$ cat src/sv/bfwm_pkg.sv
package bfwm_pkg;

  localparam int OFS_W      = 20;
  localparam int PREV_W     = 17;
  localparam int WEIGHT_W   = 17;
  localparam int SCALED_W   = 24;
  localparam int RAD_W      = 20;
  localparam int STR_W      = 16;
  localparam int STR_FRAC_W = 8;
  localparam int SHAPE_W    = 2;
  localparam int FRAC_W     = 16;
  localparam int DIST_W     = 20;
  localparam int CFG_IDX_W  = 2;
  localparam int CFG_DATA_W = 20;

  localparam logic [WEIGHT_W-1:0] ONE        = WEIGHT_W'(1 << FRAC_W);
  localparam logic [SCALED_W-1:0] SCALED_MAX = '1;

  localparam logic [SHAPE_W-1:0] SHAPE_LINEAR = 2'd0;
  localparam logic [SHAPE_W-1:0] SHAPE_SMOOTH = 2'd1;
  localparam logic [SHAPE_W-1:0] SHAPE_SPHERE = 2'd2;
  localparam logic [SHAPE_W-1:0] SHAPE_TIP    = 2'd3;

  localparam logic [CFG_IDX_W-1:0] REG_SHAPE    = 2'd0;
  localparam logic [CFG_IDX_W-1:0] REG_INNER    = 2'd1;
  localparam logic [CFG_IDX_W-1:0] REG_WIDTH    = 2'd2;
  localparam logic [CFG_IDX_W-1:0] REG_STRENGTH = 2'd3;

  localparam logic [SHAPE_W-1:0] RST_SHAPE    = SHAPE_LINEAR;
  localparam logic [RAD_W-1:0]   RST_INNER    = 20'd2560;
  localparam logic [RAD_W-1:0]   RST_WIDTH    = 20'd0;
  localparam logic [STR_W-1:0]   RST_STRENGTH = 16'd256;

endpackage

$ cat src/sv/bfwm_isqrt.sv
module bfwm_isqrt import bfwm_pkg::*; #(
  parameter int W  = DIST_W,
  parameter int SW = WEIGHT_W
) (
  input  logic            clk,
  input  logic            rst,
  input  logic            in_valid,
  output logic            in_ready,
  input  logic [2*W-1:0]  in_val,
  input  logic [SW-1:0]   in_side,
  output logic            out_valid,
  input  logic            out_ready,
  output logic [W-1:0]    out_root,
  output logic [SW-1:0]   out_side
);

  // one root bit per stage
  logic [W:0]       en;
  logic [W-1:0]     vq;
  logic [2*W-1:0]   val_q  [W];
  logic [W+1:0]     rem_q  [W];
  logic [W-1:0]     root_q [W];
  logic [SW-1:0]    side_q [W];

  assign en[W] = out_ready;

  generate
    for (genvar k = 0; k < W; k++) begin : g_stage
      logic [2*W-1:0] v_in;
      logic [W+1:0]   r_in;
      logic [W-1:0]   q_in;
      logic [SW-1:0]  s_in;
      logic           ok_in;
      logic [W+1:0]   r_sh;
      logic [W+1:0]   trial;
      logic [W+1:0]   r_out;
      logic           take;

      if (k == 0) begin : g_first
        assign v_in  = in_val;
        assign r_in  = '0;
        assign q_in  = '0;
        assign s_in  = in_side;
        assign ok_in = in_valid;
      end else begin : g_next
        assign v_in  = val_q[k-1];
        assign r_in  = rem_q[k-1];
        assign q_in  = root_q[k-1];
        assign s_in  = side_q[k-1];
        assign ok_in = vq[k-1];
      end

      assign en[k] = !vq[k] || en[k+1];
      assign r_sh  = {r_in[W-1:0], v_in[2*W-1 -: 2]};
      assign trial = {q_in, 2'b01};
      assign take  = r_sh >= trial;
      assign r_out = take ? r_sh - trial : r_sh;

      always_ff @(posedge clk) begin
        if (rst) begin
          vq[k] <= 1'b0;
        end else if (en[k]) begin
          vq[k] <= ok_in;
        end
        if (en[k]) begin
          val_q[k]  <= {v_in[2*W-3:0], 2'b00};
          rem_q[k]  <= r_out;
          root_q[k] <= {q_in[W-2:0], take};
          side_q[k] <= s_in;
        end
      end
    end
  endgenerate

  assign in_ready  = en[0];
  assign out_valid = vq[W-1];
  assign out_root  = root_q[W-1];
  assign out_side  = side_q[W-1];

endmodule

$ cat config.mk
export PLATFORM = sky130hd
export DESIGN_NAME = bfwm_isqrt
export DESIGN_NICKNAME = d
export VERILOG_FILES = /design/src/sv/bfwm_pkg.sv /design/src/sv/bfwm_isqrt.sv
export SDC_FILE = /design/constraint.sdc
export NUM_CORES = 2
export LEC_CHECK = 0
export BUFFER_PORTS_ARGS = -buffer_cell sky130_fd_sc_hd__buf_2
export CAP_MARGIN = 30
export CELL_PAD_IN_SITES_DETAIL_PLACEMENT = 1
export CELL_PAD_IN_SITES_GLOBAL_PLACEMENT = 1
export CORE_MARGIN = 4
export CORE_UTILIZATION = 25
export DETAILED_ROUTE_END_ITERATION = 10
export PLACE_DENSITY_LB_ADDON = 0.08
export SYNTH_ARGS = -nofsm -noshare
export SYNTH_HDL_FRONTEND = slang
export SYNTH_SLANG_ARGS = --single-unit
$ cat constraint.sdc
create_clock -name clk -period 10.8 [get_ports clk]
set_input_delay 1.08 -clock clk [delete_from_list [all_inputs] [get_ports clk]]
set_output_delay 1.08 -clock clk [all_outputs]
set_load 0.03 [all_outputs]
# After elaboration in Yosys (flattened, before gate mapping)
# Memories as Yosys holds them, arrays and structs flattened.
# Cells that the tools add are included.
# Widths: inputs -> output; s select.
[word_totals]
memories = 4
regBits = 20
in_bits = 61
ram_bits = 1940
wordCells = 164
[memory_table]
columns = ["memory", "depth", "word_bits", "rd", "rd_clocked_by_memory_dff", "write_ports", "line_no", "text"]
rows = [
  ["val_q", 20, 38, 19, 0, 20, "bfwm_isqrt.sv:20", "logic [2*W-1:0] val_q [W];"],
  ["rem_q", 20, 22, 19, 0, 20, "bfwm_isqrt.sv:21", "logic [W+1:0] rem_q [W];"],
  ["root_q", 20, 20, 20, 0, 20, "bfwm_isqrt.sv:22", "logic [W-1:0] root_q [W];"],
  ["side_q", 20, 17, 20, 0, 20, "bfwm_isqrt.sv:23", "logic [SW-1:0] side_q [W];"],
]
[op_classes]
n_lt_le_gt_ge = 20
reduce_logical = 40
addsub = 20
n_mux = 60
[op_table]
columns = ["cell", "n"]
rows = [
  ["$mux 22", 20],
  ["$ge 22x22->1", 19],
  ["$sub 22x22->22", 19],
  ["$mux 1", 40],
  ["$logic_not 1->1", 20],
  ["$logic_or 1x1->1", 20],
  ["$sub 2x1->3 const B", 1],
  ["$ge 2x1->1 const B", 1],
]

# Depth between registers and ports, before layout
[depth]
ltp_word = 23
depth_mapped = 12
mapped_depth_nobuf = 11

# Least setup slack after synthesis
# OpenSTA, ideal clock, no wires.
[synth_timing]
path_type = "input to output"
startpoint = "input out_ready"
endpoint = "output in_ready"
slack_ns = 0.631
path_buffers = 1
path_stages = 8
arrival_time_ns = 9.089
path_cell_list = "nor2b_1 > clkbuf_2 > nand3_2 > nor4_2 > nand3_1 > nor2_2 > nand4_1 > or2_2"
[synth_between]
elab_chain_cells = 20
[synth_rtl]
columns = ["element", "line_no", "text"]
rows = [
  ["from (decl)", "bfwm_isqrt.sv:12", "input logic out_ready,"],
  ["$logic_or 1x1->1 (6 in series)", "bfwm_isqrt.sv:53", "assign en[k] = !vq[k] || en[k+1];"],
  ["via en[14]", "bfwm_isqrt.sv:18", "logic [W:0] en;"],
  ["$logic_or 1x1->1 (9 in series)", "bfwm_isqrt.sv:53", ""],
  ["via en[5]", "bfwm_isqrt.sv:18", ""],
  ["$logic_or 1x1->1 (4 in series)", "bfwm_isqrt.sv:53", ""],
  ["via en[1]", "bfwm_isqrt.sv:18", ""],
  ["$logic_or 1x1->1", "bfwm_isqrt.sv:53", ""],
  ["to (decl)", "bfwm_isqrt.sv:8", "output logic in_ready,"],
]
# The timed path passes the listed nets, and every way through them passes these cells.

# Worst setup path in the final report
# Same ends and word-level chain as after synthesis.

==> metrics.md <==
| Metric | Value |
|---|---|
| Vias | `28,400` |
| Hold crit path type | `reg2reg` |
| Synth Flop Type | `edfxtp_1` |
| Max IR drop VDD | `0.161 mV` |
| Reg2Reg Depth | `9` |
| DR vias/cell | `4.15` |
| Relative max-transition margin | `0.333` |
| Outcome | `complete, no violations` |
| Post-CTS Setup Bufs | `0` |
| Row count | `170` |
| Post-Syn Instances | `3,642` |
| Worst setup path end | `in_ready` |
| CTS Buf Count | `159` |
| # clock sinks | `1,307` |
| Seq/Total Area, Yosys | `0.724` |
| Worst-case clock buffer depth | `3` |
| Avg WL per Cell | `16.1 µm` |
| Die ar. | `223,000 µm²` |
| Syn-to-layout area delta | `17.3%` |
| Cts repair resizes | `0` |
| Worst hold stages | `0` |
| Cell variety after synth | `88` |
| All-Layer GR Usage | `0.101` |
| Layout cells sized above 1 | `0.111` |
| CTS tree | `done` |
| RSZ-0062 raised after global routing | `false` |
| Hold WS | `0.396 ns` |
| Max Clock Skew | `0.0366 ns` |
| Count of final setup violators | `0` |
| Largest net degree at the start of global routing | `73` |
| Top cells by area, synth | `edfxtp_1, ha_1, xor2_1` |
| Max-Cap Viols | `0` |
| Leakage power | `24.7 nW` |
| GRT Residual Overflow | `0` |
| Number of global-route vias before repair | `30,700` |
| I/O Pins | `100` |
| Initial drt markers | `1,141` |
| CP Data Required Time | `9.72 ns` |
| CP Data Arrival Time | `4.47 ns` |
| Critical-path cell list | `buf_2, nor2b_1, nand3_4, nor4_2, nand3_4, nor2_2, nand4_1, buf_4, or2_2, buf_2` |
| PD cells | `219 nW/µm²` |
| Synthesized area | `54,000 µm²` |
| Critical Path Fanout Max | `23` |
| Setup TNS | `0 ns` |
| Yosys top cell by area | `edfxtp_1` |
| FFs w/ async S/R, synth | `0` |
| FF-to-FF Start | `out_valid` |
| Net Count, Synth | `3,934` |
| Startpoint Class | `primary input` |
| Clock-pin transition on the worst setup and hold timing paths | `0.06 ns` |
| Post-synth top area share | `0.716` |
| Chip height | `473 µm` |
| R2R Path End | `val_q[0][29]` |
| # nets final | `4,186` |
| CP max stage delay | `0.71 ns` |
| Global-route wire length before repair | `178,000 µm` |
| Fmax | `0.180 GHz` |
| R2R Setup Slk | `6.58 ns` |
| Setup CP Type | `in2out` |
| Core area | `215,000 µm²` |
| DRT Pass-1 Iters | `5` |
| Routed Wire Length | `110,000 µm` |
| Worst setup EP type | `output pin` |
| Antenna-violating nets left | `0` |
| GP Congestion | `0.733` |
| Post-layout minimum cycle time | `5.55 ns` |
| Tcrit/Tclk final | `0.514` |
| Port bufs | `99` |
| Final slew viol count | `0` |
| Starting Density | `0.251` |
| Post-DP HPWL | `80,200 µm` |
| Syn_area_per_cell | `14.8 µm²` |
| # DRC | `0` |
| H-tree level count | `4` |
| Post-synth EDFFs | `1,287` |
| Crit path launch | `out_ready` |
| Max stage delay cell, worst path | `nor4_2` |
| Initial antenna violation count | `8` |
| Die width | `473 µm` |
| Hold_buf cts | `0` |
| Worst-margin pin slew | `0.987 ns` |
| Seq cells post-synth | `1,307` |
| Fin. Hold Viols | `0` |
| Root Driver | `clkbuf_16` |
| Clk_lat worst skew | `0.79 ns` |
| Ys Warns | `0` |
[placed cells by master, fill, tap and decap left out, types with 39 or more instances in the layout]
| cell | instances |
|---|---|
| xor2_1 | 136 |
| o21ai_0 | 163 |
| clkbuf_1 | 39 |
| edfxtp_1 | 1287 |
| a21o_1 | 50 |
| o21a_1 | 50 |
| nor3_1 | 81 |
| nand3_1 | 43 |
| ha_1 | 231 |
| nand2_1 | 209 |
| nand2b_1 | 44 |
| nor4_1 | 39 |
| clkbuf_16 | 159 |
| xnor2_1 | 133 |
| inv_1 | 295 |
| a21oi_1 | 197 |
| buf_2 | 99 |
| nor2_1 | 219 |
[power by group]
group / leakage [nW] / internal [mW] / switching, mW / total (mW)
logic: 8.93 / 0.807 / 1.03 / 1.84
clock network: 2.48 / 3.03 / 2.13 / 5.16
registers: 13.3 / 6.42 / 0.451 / 6.87
total: 24.7 / 10.3 / 3.61 / 13.9
[per-layer routing]
metal | global-route usage | vias to the layer above | share of wire
met5 | 0 | - | 0
met1 | 0.132 | 13900 | 0.47
met4 | 0.0343 | 0 | 0.026
met2 | 0.166 | 303 | 0.47
li1 | - | 14100 | -
met3 | 0.0204 | 187 | 0.035
[sequential cells by signal (all words and copies together), names as in the netlist]
name           flops
root_q           210
g_stage.ok_in     19
val_q            380
rem_q            357
side_q           340
out_valid          1
[critical path: cells and delay by family]
| family | cells | cell delay, ns |
|---|---|---|
| simple gates | 7 | 2.85 |
| buf+inv | 3 | 0.52 |
[synth_stat cells, types with 8 or more instances]
cell type  instances
inv_1            301
nor4_1            39
nand2b_1          44
edfxtp_1        1287
o21a_1            50
o31ai_1           23
a211oi_1          21
a21boi_0           8
and4_1             9
nor3_1            81
nor2_1           220
nand3_1           46
xnor2_1          133
and2_1             8
nand4_1           33
o21ai_0          163
nand2_1          216
nor2b_1           28
a31oi_1           16
clkbuf_1          30
a21o_1            50
or2_2             25
o211ai_1           9
ha_1             231
xor2_1           136
and3_1            18
mux2_2            28
a21oi_1          197
or4_1             17
dfxtp_1           20
or3_1             24
o21bai_1           8
[worst min-delay path by stage]
stage / start / slack (ns) / endpoint
after global routing: in_side[16] / 0.38 / side_q[0][16]
final: side_q[17][15] / 0.40 / side_q[18][15]
after CTS: in_val[0] / 0.35 / val_q[0][0]
after global placement: val_q[6][19] / 0.40 / val_q[7][21]
after detailed placement: side_q[4][4] / 0.41 / side_q[5][4]
after floorplan: side_q[9][0] / 0.40 / side_q[10][0]
[cell families after synthesis]
logic type | share of synthesized area
AOI/OAI and AO/OA | 0.0703
xor gates and xnor gates | 0.0437
and+or+nand+nor | 0.0769
DFF | 0.724
buffers and inverters | 0.0244
muxes | 0.00742
other | 0.0000695
adders and majority gates | 0.0536
[final cells by class]
class | instances | area, µm²
well taps | 2838 | 3550
diodes | 1 | 2.50
flip-flops and latches | 1307 | 39000
clock inverters | 86 | 963
clock buffers | 199 | 4140
inverters | 301 | 1130
fillers | 22500 | 151000
multi-input cells | 1992 | 13700
repair buffers | 133 | 791
[through the flow]
stage               worst slack, ns  cells  area [µm²]  utilization  power, mW
floorplan                     0.631   3642       54000            -       8.18
global placement               5.19   6569       58100        0.271       8.88
detailed placement             5.12   6570       58200        0.271       8.89
CTS                            5.05   6855       63300        0.295       14.2
global route                   4.78   6857       63300        0.295       14.7
finish                         5.25   6857       63300        0.295       13.9
(Power assumes the default switching activity.)
