[src/sv/bfwm_pkg.sv]
package bfwm_pkg;

  localparam int OFS_W      = 20;
  localparam int PREV_W     = 17;
  localparam int WEIGHT_W   = 17;
  localparam int SCALED_W   = 24;
  localparam int RAD_W      = 20;
  localparam int STR_W      = 16;
  localparam int STR_FRAC_W = 8;
  localparam int SHAPE_W    = 2;
  localparam int FRAC_W     = 16;
  localparam int DIST_W     = 20;
  localparam int CFG_IDX_W  = 2;
  localparam int CFG_DATA_W = 20;

  localparam logic [WEIGHT_W-1:0] ONE        = WEIGHT_W'(1 << FRAC_W);
  localparam logic [SCALED_W-1:0] SCALED_MAX = '1;

  localparam logic [SHAPE_W-1:0] SHAPE_LINEAR = 2'd0;
  localparam logic [SHAPE_W-1:0] SHAPE_SMOOTH = 2'd1;
  localparam logic [SHAPE_W-1:0] SHAPE_SPHERE = 2'd2;
  localparam logic [SHAPE_W-1:0] SHAPE_TIP    = 2'd3;

  localparam logic [CFG_IDX_W-1:0] REG_SHAPE    = 2'd0;
  localparam logic [CFG_IDX_W-1:0] REG_INNER    = 2'd1;
  localparam logic [CFG_IDX_W-1:0] REG_WIDTH    = 2'd2;
  localparam logic [CFG_IDX_W-1:0] REG_STRENGTH = 2'd3;

  localparam logic [SHAPE_W-1:0] RST_SHAPE    = SHAPE_LINEAR;
  localparam logic [RAD_W-1:0]   RST_INNER    = 20'd2560;
  localparam logic [RAD_W-1:0]   RST_WIDTH    = 20'd0;
  localparam logic [STR_W-1:0]   RST_STRENGTH = 16'd256;

endpackage

[src/sv/bfwm_div.sv]
module bfwm_div import bfwm_pkg::*; #(
  parameter int QW = FRAC_W + 1,
  parameter int DW = RAD_W,
  parameter int SW = WEIGHT_W
) (
  input  logic          clk,
  input  logic          rst,
  input  logic          in_valid,
  output logic          in_ready,
  input  logic [DW-1:0] in_rem,
  input  logic [QW-1:0] in_low,
  input  logic [DW-1:0] in_div,
  input  logic [SW-1:0] in_side,
  output logic          out_valid,
  input  logic          out_ready,
  output logic [QW-1:0] out_quot,
  output logic [SW-1:0] out_side
);

  // restoring division, one quotient bit per stage; in_rem must be below in_div
  logic [QW:0]     en;
  logic [QW-1:0]   vq;
  logic [DW-1:0]   rem_q  [QW];
  logic [QW-1:0]   low_q  [QW];
  logic [DW-1:0]   div_q  [QW];
  logic [QW-1:0]   quot_q [QW];
  logic [SW-1:0]   side_q [QW];

  assign en[QW] = out_ready;

  generate
    for (genvar k = 0; k < QW; k++) begin : g_stage
      logic [DW-1:0] r_in;
      logic [QW-1:0] l_in;
      logic [DW-1:0] d_in;
      logic [QW-1:0] q_in;
      logic [SW-1:0] s_in;
      logic          ok_in;
      logic [DW:0]   r2;
      logic [DW:0]   r_out;
      logic          take;

      if (k == 0) begin : g_first
        assign r_in  = in_rem;
        assign l_in  = in_low;
        assign d_in  = in_div;
        assign q_in  = '0;
        assign s_in  = in_side;
        assign ok_in = in_valid;
      end else begin : g_next
        assign r_in  = rem_q[k-1];
        assign l_in  = low_q[k-1];
        assign d_in  = div_q[k-1];
        assign q_in  = quot_q[k-1];
        assign s_in  = side_q[k-1];
        assign ok_in = vq[k-1];
      end

      assign en[k] = !vq[k] || en[k+1];
      assign r2    = {r_in, l_in[QW-1]};
      assign take  = r2 >= {1'b0, d_in};
      assign r_out = take ? r2 - {1'b0, d_in} : r2;

      always_ff @(posedge clk) begin
        if (rst) begin
          vq[k] <= 1'b0;
        end else if (en[k]) begin
          vq[k] <= ok_in;
        end
        if (en[k]) begin
          rem_q[k]  <= r_out[DW-1:0];
          low_q[k]  <= {l_in[QW-2:0], 1'b0};
          div_q[k]  <= d_in;
          quot_q[k] <= {q_in[QW-2:0], take};
          side_q[k] <= s_in;
        end
      end
    end
  endgenerate

  assign in_ready  = en[0];
  assign out_valid = vq[QW-1];
  assign out_quot  = quot_q[QW-1];
  assign out_side  = side_q[QW-1];

endmodule

[config.mk]
export PLATFORM = sky130hd
export DESIGN_NAME = bfwm_div
export DESIGN_NICKNAME = d
export VERILOG_FILES = /design/src/sv/bfwm_pkg.sv /design/src/sv/bfwm_div.sv
export SDC_FILE = /design/constraint.sdc
export NUM_CORES = 2
export LEC_CHECK = 0
export BUFFER_PORTS_ARGS = -buffer_cell sky130_fd_sc_hd__buf_2
export CAP_MARGIN = 20
export CORE_MARGIN = 3
export CORE_UTILIZATION = 40
export DETAILED_ROUTE_END_ITERATION = 8
export SYNTH_ARGS = -nofsm -noshare
export SYNTH_HDL_FRONTEND = slang
export SYNTH_SLANG_ARGS = --single-unit
export TNS_END_PERCENT = 50
[constraint.sdc]
create_clock -name clk -period 14.4 [get_ports clk]
set_input_delay 0.72 -clock clk [delete_from_list [all_inputs] [get_ports clk]]
set_output_delay 0.72 -clock clk [all_outputs]
set_load 0.02 [all_outputs]
**Yosys cells after proc, flatten, opt, wreduce, memory -nomap -nowiden**

Memories as Yosys holds them, arrays and structs flattened.
Index checks and enable logic that the tools add are counted.

- $lt $le $gt $ge: 17
- Muxes and demuxes: 51
- Add/subtract/negate cells: 17
- Reduce and logical (&&, ||, !) cells: 34

Operators with widths:

| kind | number |
|---|---|
| $ge 21x20->1 | 17 |
| $mux 20 | 17 |
| $sub 20x20->20 | 17 |
| $mux 1 | 34 |
| $logic_not 1->1 | 17 |
| $logic_or 1x1->1 | 17 |

- Memories: 5
- Bits of input ports: 78
- Word-level logic and storage cells: 141
- Register bits after elaboration: 17
- RAM bits: 1530
- Output and inout bits: 36

Memory list:

| memory | words | width | rd ports | clocked after memory_dff | wr ports | line | RTL |
|---|---|---|---|---|---|---|---|
| div_q | 17 | 20 | 16 | 0 | 17 | bfwm_div.sv:25 | `logic [DW-1:0] div_q [QW];` |
| rem_q | 17 | 20 | 16 | 0 | 17 | bfwm_div.sv:23 | `logic [DW-1:0] rem_q [QW];` |
| quot_q | 17 | 17 | 17 | 0 | 17 | bfwm_div.sv:26 | `logic [QW-1:0] quot_q [QW];` |
| side_q | 17 | 17 | 17 | 0 | 17 | bfwm_div.sv:27 | `logic [SW-1:0] side_q [QW];` |
| low_q | 17 | 16 | 16 | 0 | 17 | bfwm_div.sv:24 | `logic [QW-1:0] low_q [QW];` |

**Longest topological paths before layout**

- Depth after elaboration: 20
- Depth in mapped cells: 13
- Mapped depth without buffers: 11

**Least setup slack after synthesis**

No wires, ideal clock.

- Kind: input to output
- Start point: input port out_ready
- End point: output port in_ready
- Path buffers: 0
- Stages: 9
- Path slack: 5725 ps
- Required time: 13680 ps
- Arrival: 7955 ps
- Path through: nor2b_1 and2_1 inv_1 nor2_1 and2_1 inv_1 nor3_1 nand4_1 or2_2

- Longest elaborated chain between the ends: 17

Ends and longest elaborated chain:

| what | line | RTL |
|---|---|---|
| start, declared | bfwm_div.sv:15 | `input logic out_ready,` |
| $logic_or 1x1->1 (2 in a row) | bfwm_div.sv:59 | `assign en[k] = !vq[k] \|\| en[k+1];` |
| via en[15] | bfwm_div.sv:21 | `logic [QW:0] en;` |
| $logic_or 1x1->1 (4 in a row) | bfwm_div.sv:59 |  |
| via en[11] | bfwm_div.sv:21 |  |
| $logic_or 1x1->1 (10 in a row) | bfwm_div.sv:59 |  |
| via en[1] | bfwm_div.sv:21 |  |
| $logic_or 1x1->1 | bfwm_div.sv:59 |  |
| end, declared | bfwm_div.sv:9 | `output logic in_ready,` |

The timed path passes the listed nets, and every way through them passes these cells.

**Worst setup path after layout**

- Start point: register vq[16] (netlist: out_valid)
- End point: output port in_ready

- Longest elaborated chain between the ends: 18

Ends and longest elaborated chain:

| what | line | RTL |
|---|---|---|
| start, declared | bfwm_div.sv:22 | `logic [QW-1:0] vq;` |
| start signal, assigned by index | bfwm_div.sv:68 | `vq[k] <= ok_in;` |
| $logic_not 1->1 | bfwm_div.sv:59 |  |
| $logic_or 1x1->1 (2 in a row) | bfwm_div.sv:59 |  |
| via en[15] | bfwm_div.sv:21 |  |
| $logic_or 1x1->1 (4 in a row) | bfwm_div.sv:59 |  |
| via en[11] | bfwm_div.sv:21 |  |
| $logic_or 1x1->1 (10 in a row) | bfwm_div.sv:59 |  |
| via en[1] | bfwm_div.sv:21 |  |
| $logic_or 1x1->1 | bfwm_div.sv:59 |  |

The timed path passes the listed nets, and every way through them passes these cells.

==> metrics.md <==
| Metric | Value |
|---|---|
| Cell taking the most area after synthesis | `edfxtp_1` |
| Synth Flop Type | `edfxtp_1` |
| Layout Nets | `4891` |
| Postcts setup bufs | `0` |
| Post-Route WL | `between 100 and 150 mm` |
| Sequential power share | `0.388` |
| DRC errors left | `0` |
| Fin. Hold Viols | `0` |
| CP top delay family | `simple AND/OR/NAND/NOR gates` |
| Fin Hold WS | `~0.13 ns` |
| Worst setup SP type | `flop` |
| Critical Path Start | `out_valid` |
| Post-CTS resize count | `0` |
| GR Util All Layers | `0.159` |
| FF-to-FF Start | `out_valid` |
| Switch Pwr | `roughly 4.6 mW` |
| Worst path bufs/invs | `5` |
| RSZ-0062 raised after global routing | `false` |
| Critical path capture point type | `output pin` |
| Avg WL per Cell | `roughly 18 um` |
| Clock Skews | `0.0414 ns` |
| Main area contributors after synthesis | `edfxtp_1 (63%), ha_1 (7.4%), mux2_2 (3.8%)` |
| Hold Crit Class | `input port to flop` |
| Area Growth Syn to Fin | `13.2%` |
| Leakage | `26.2 nW` |
| Power share of the clock group | `0.244` |
| Cells after Synth | `roughly 4200` |
| Global route overflow | `0` |
| Slowest stage delay, CP | `approximately 0.45 ns` |
| Hold_buf cts | `0` |
| Num ports | `114` |
| Clk_lat worst skew | `around 0.77 ns` |
| CTS tree | `built` |
| Sw frac | `0.328` |
| Via count | `between 30000 and 40000` |
| EDFF count, synth | `between 1000 and 1500` |
| Status | `finished clean` |
| CTS clk-pin slew, worst paths | `~0.060 ns` |
| Yosys cell types | `between 80 and 90` |
| Commonest non-fill, non-tap cells in the layout | `edfxtp_1 (1218), inv_1 (451), ha_1 (340)` |
| Clock H-tree levels | `4` |
| Initial core utilization | `0.405` |
| Vias per cell | `5.09` |
| Crit path cell chain | `nor2b_1 > and2_1 > clkinv_2 > nor2_1 > and2_1 > inv_2 > buf_4 > nor3_1 > buf_4 > nand4_1 > or2_4 > buf_2` |
| Comb power frac | `0.368` |
| Tmin final | `5.05 ns` |
| CTS root buf | `clkbuf_16` |
| Worst Path Arrival | `around 4.3 ns` |
| Yosys reg bits | `1235` |
| Overall Power | `around 14 mW` |
| Mapped Area | `approximately 58000 um2` |
| Async SR Flop Fraction | `0` |
| Die Wd | `just under 400 um` |
| Initial DRC count | `about 1500` |
| Post-Syn Nets | `4655` |
| PortBufs | `about 110` |
| CP max FO | `33` |
| Share of layout cells above drive strength 1 | `0.135` |
| Final setup fails | `0` |
| Slew margin rel. | `0.317` |
| Yosys top cell area share | `0.634` |
| Critical path required time | `about 14 ns` |
| RD Place Congestion | `~0.92` |
| Footprint of the multi-input gates | `around 19000 um2` |
| Pwr/cell area | `216 nW/um2` |
| DR pass1 iterations | `5` |
| Least-Margin Pin Slew | `~1 ns` |
| Mean Syn Cell Area | `around 14 um2` |
| First-pass GRT wire length | `~180 mm` |
| Fillers | `approximately 13000` |
| Max_cap viols | `0` |
| DP Wirelength | `between 80 and 90 mm` |
| # rows | `138` |
| Final Max Slew Viols | `0` |
| CTS Sinks | `1235` |
| Kind of critical path | `flop to output pin` |
| Vias in the first global route | `34500` |
| Internal power | `9.48 mW` |
| Hold path start | `in_low[9]` |
| Synth warn | `0` |
| Die area | `approximately 150000 um2` |
| Core Footprint | `~140000 um2` |
| Die Ht | `approximately 390 um` |
| Sequential fraction of the synthesis area | `0.640` |
| Fin crit share | `0.351` |
| CTS Buf Count | `around 140` |
| Cell at the slowest stage of the critical path | `or2_4` |
| Setup TNS | `0 ns` |
| Register area | `around 37000 um2` |
| Most common cell after layout, fill and taps aside | `edfxtp_1` |
| Initial antenna violation count | `3` |
| Max Freq | `between 0.15 and 0.2 GHz` |
| Largest net degree at the start of global routing | `76` |
| Inserted Diodes | `0` |
| ANT nets after route | `0` |
| Worst VDD drop | `between 0.1 and 0.15 mV` |
| CTS max path bufs | `3` |
==> worst paths after layout <==
check	cells after the start	end	slack, ns
max reg2reg	12	rem_q[0][10]	10.32
min reg2reg	0	side_q[6][6]	0.40
max	12	in_ready	9.35
min	1	low_q[0][9]	0.13
==> cell families after synthesis <==
logic type	Yosys count	synth area share
flops	1235	0.640
compound gates	890	0.101
simple gates	786	0.0678
buf+inv	505	0.0341
fa+ha+maj	356	0.0793
mux	234	0.0457
xor+xnor	215	0.0326
==> Yosys cell counts, types with 23 or more instances <==
| cell type | count |
|---|---|
| or2_2 | 24 |
| inv_1 | 458 |
| nand2_1 | 150 |
| nand3_1 | 41 |
| a21o_1 | 92 |
| ha_1 | 340 |
| nor2b_1 | 62 |
| o21ai_0 | 191 |
| xor2_1 | 75 |
| nor2_1 | 230 |
| and3_1 | 23 |
| xnor2_1 | 140 |
| edfxtp_1 | 1218 |
| o211ai_1 | 23 |
| o21a_1 | 59 |
| a211oi_1 | 32 |
| a21boi_0 | 26 |
| clkbuf_1 | 23 |
| nor3_1 | 82 |
| mux2i_1 | 25 |
| nand4_1 | 48 |
| nand2b_1 | 44 |
| mux2_2 | 197 |
| a21oi_1 | 247 |
| a31oi_1 | 25 |
==> sequential cells by signal (all words and copies together), names as in the netlist <==
register / count
g_stage.ok_in: 16
div_q: 320
out_valid: 1
quot_q: 153
side_q: 289
rem_q: 320
low_q: 136
==> power by group through the flow <==
stage	logic (mW)	registers (mW)	clock network (mW)
finish	5.19	5.47	3.44
floorplan	4.03	5.39	0
detailed placement	5.16	5.55	0
global placement	5.11	5.54	0
CTS	5.21	5.48	3.57
global route	5.77	5.55	3.72
==> metrics by stage <==
step | instances | utilization | setup slack, ns | instance area, um2
6_report | 6454 | 0.458 | 9.35 | 65300
3_5_place_dp | 6207 | 0.426 | 9.50 | 60700
3_3_place_gp | 6207 | 0.426 | 9.47 | 60700
4_1_cts | 6453 | 0.458 | 9.13 | 65300
5_1_grt | 6454 | 0.458 | 8.93 | 65300
2_1_floorplan | 4221 | - | 5.73 | 57700
==> layout make-up <==
type	count	share of cell area
clock buffer	168	0.0550
timing repair buffer	143	0.0122
inverter	459	0.0265
multi-input combinational	2481	0.290
sequential	1235	0.565
clock inverter	78	0.0149
tap	1890	0.0362
==> routing by layer <==
| layer | part of all wire | up-vias | global-route usage |
|---|---|---|---|
| li1 | - | 16300 | - |
| met1 | 0.36 | 15700 | 0.157 |
| met2 | 0.56 | 564 | 0.314 |
| met3 | 0.028 | 307 | 0.0250 |
| met4 | 0.052 | 0 | 0.0844 |
| met5 | 0 | - | 0 |
No activity file was read; power rests on OpenSTA's default activity.
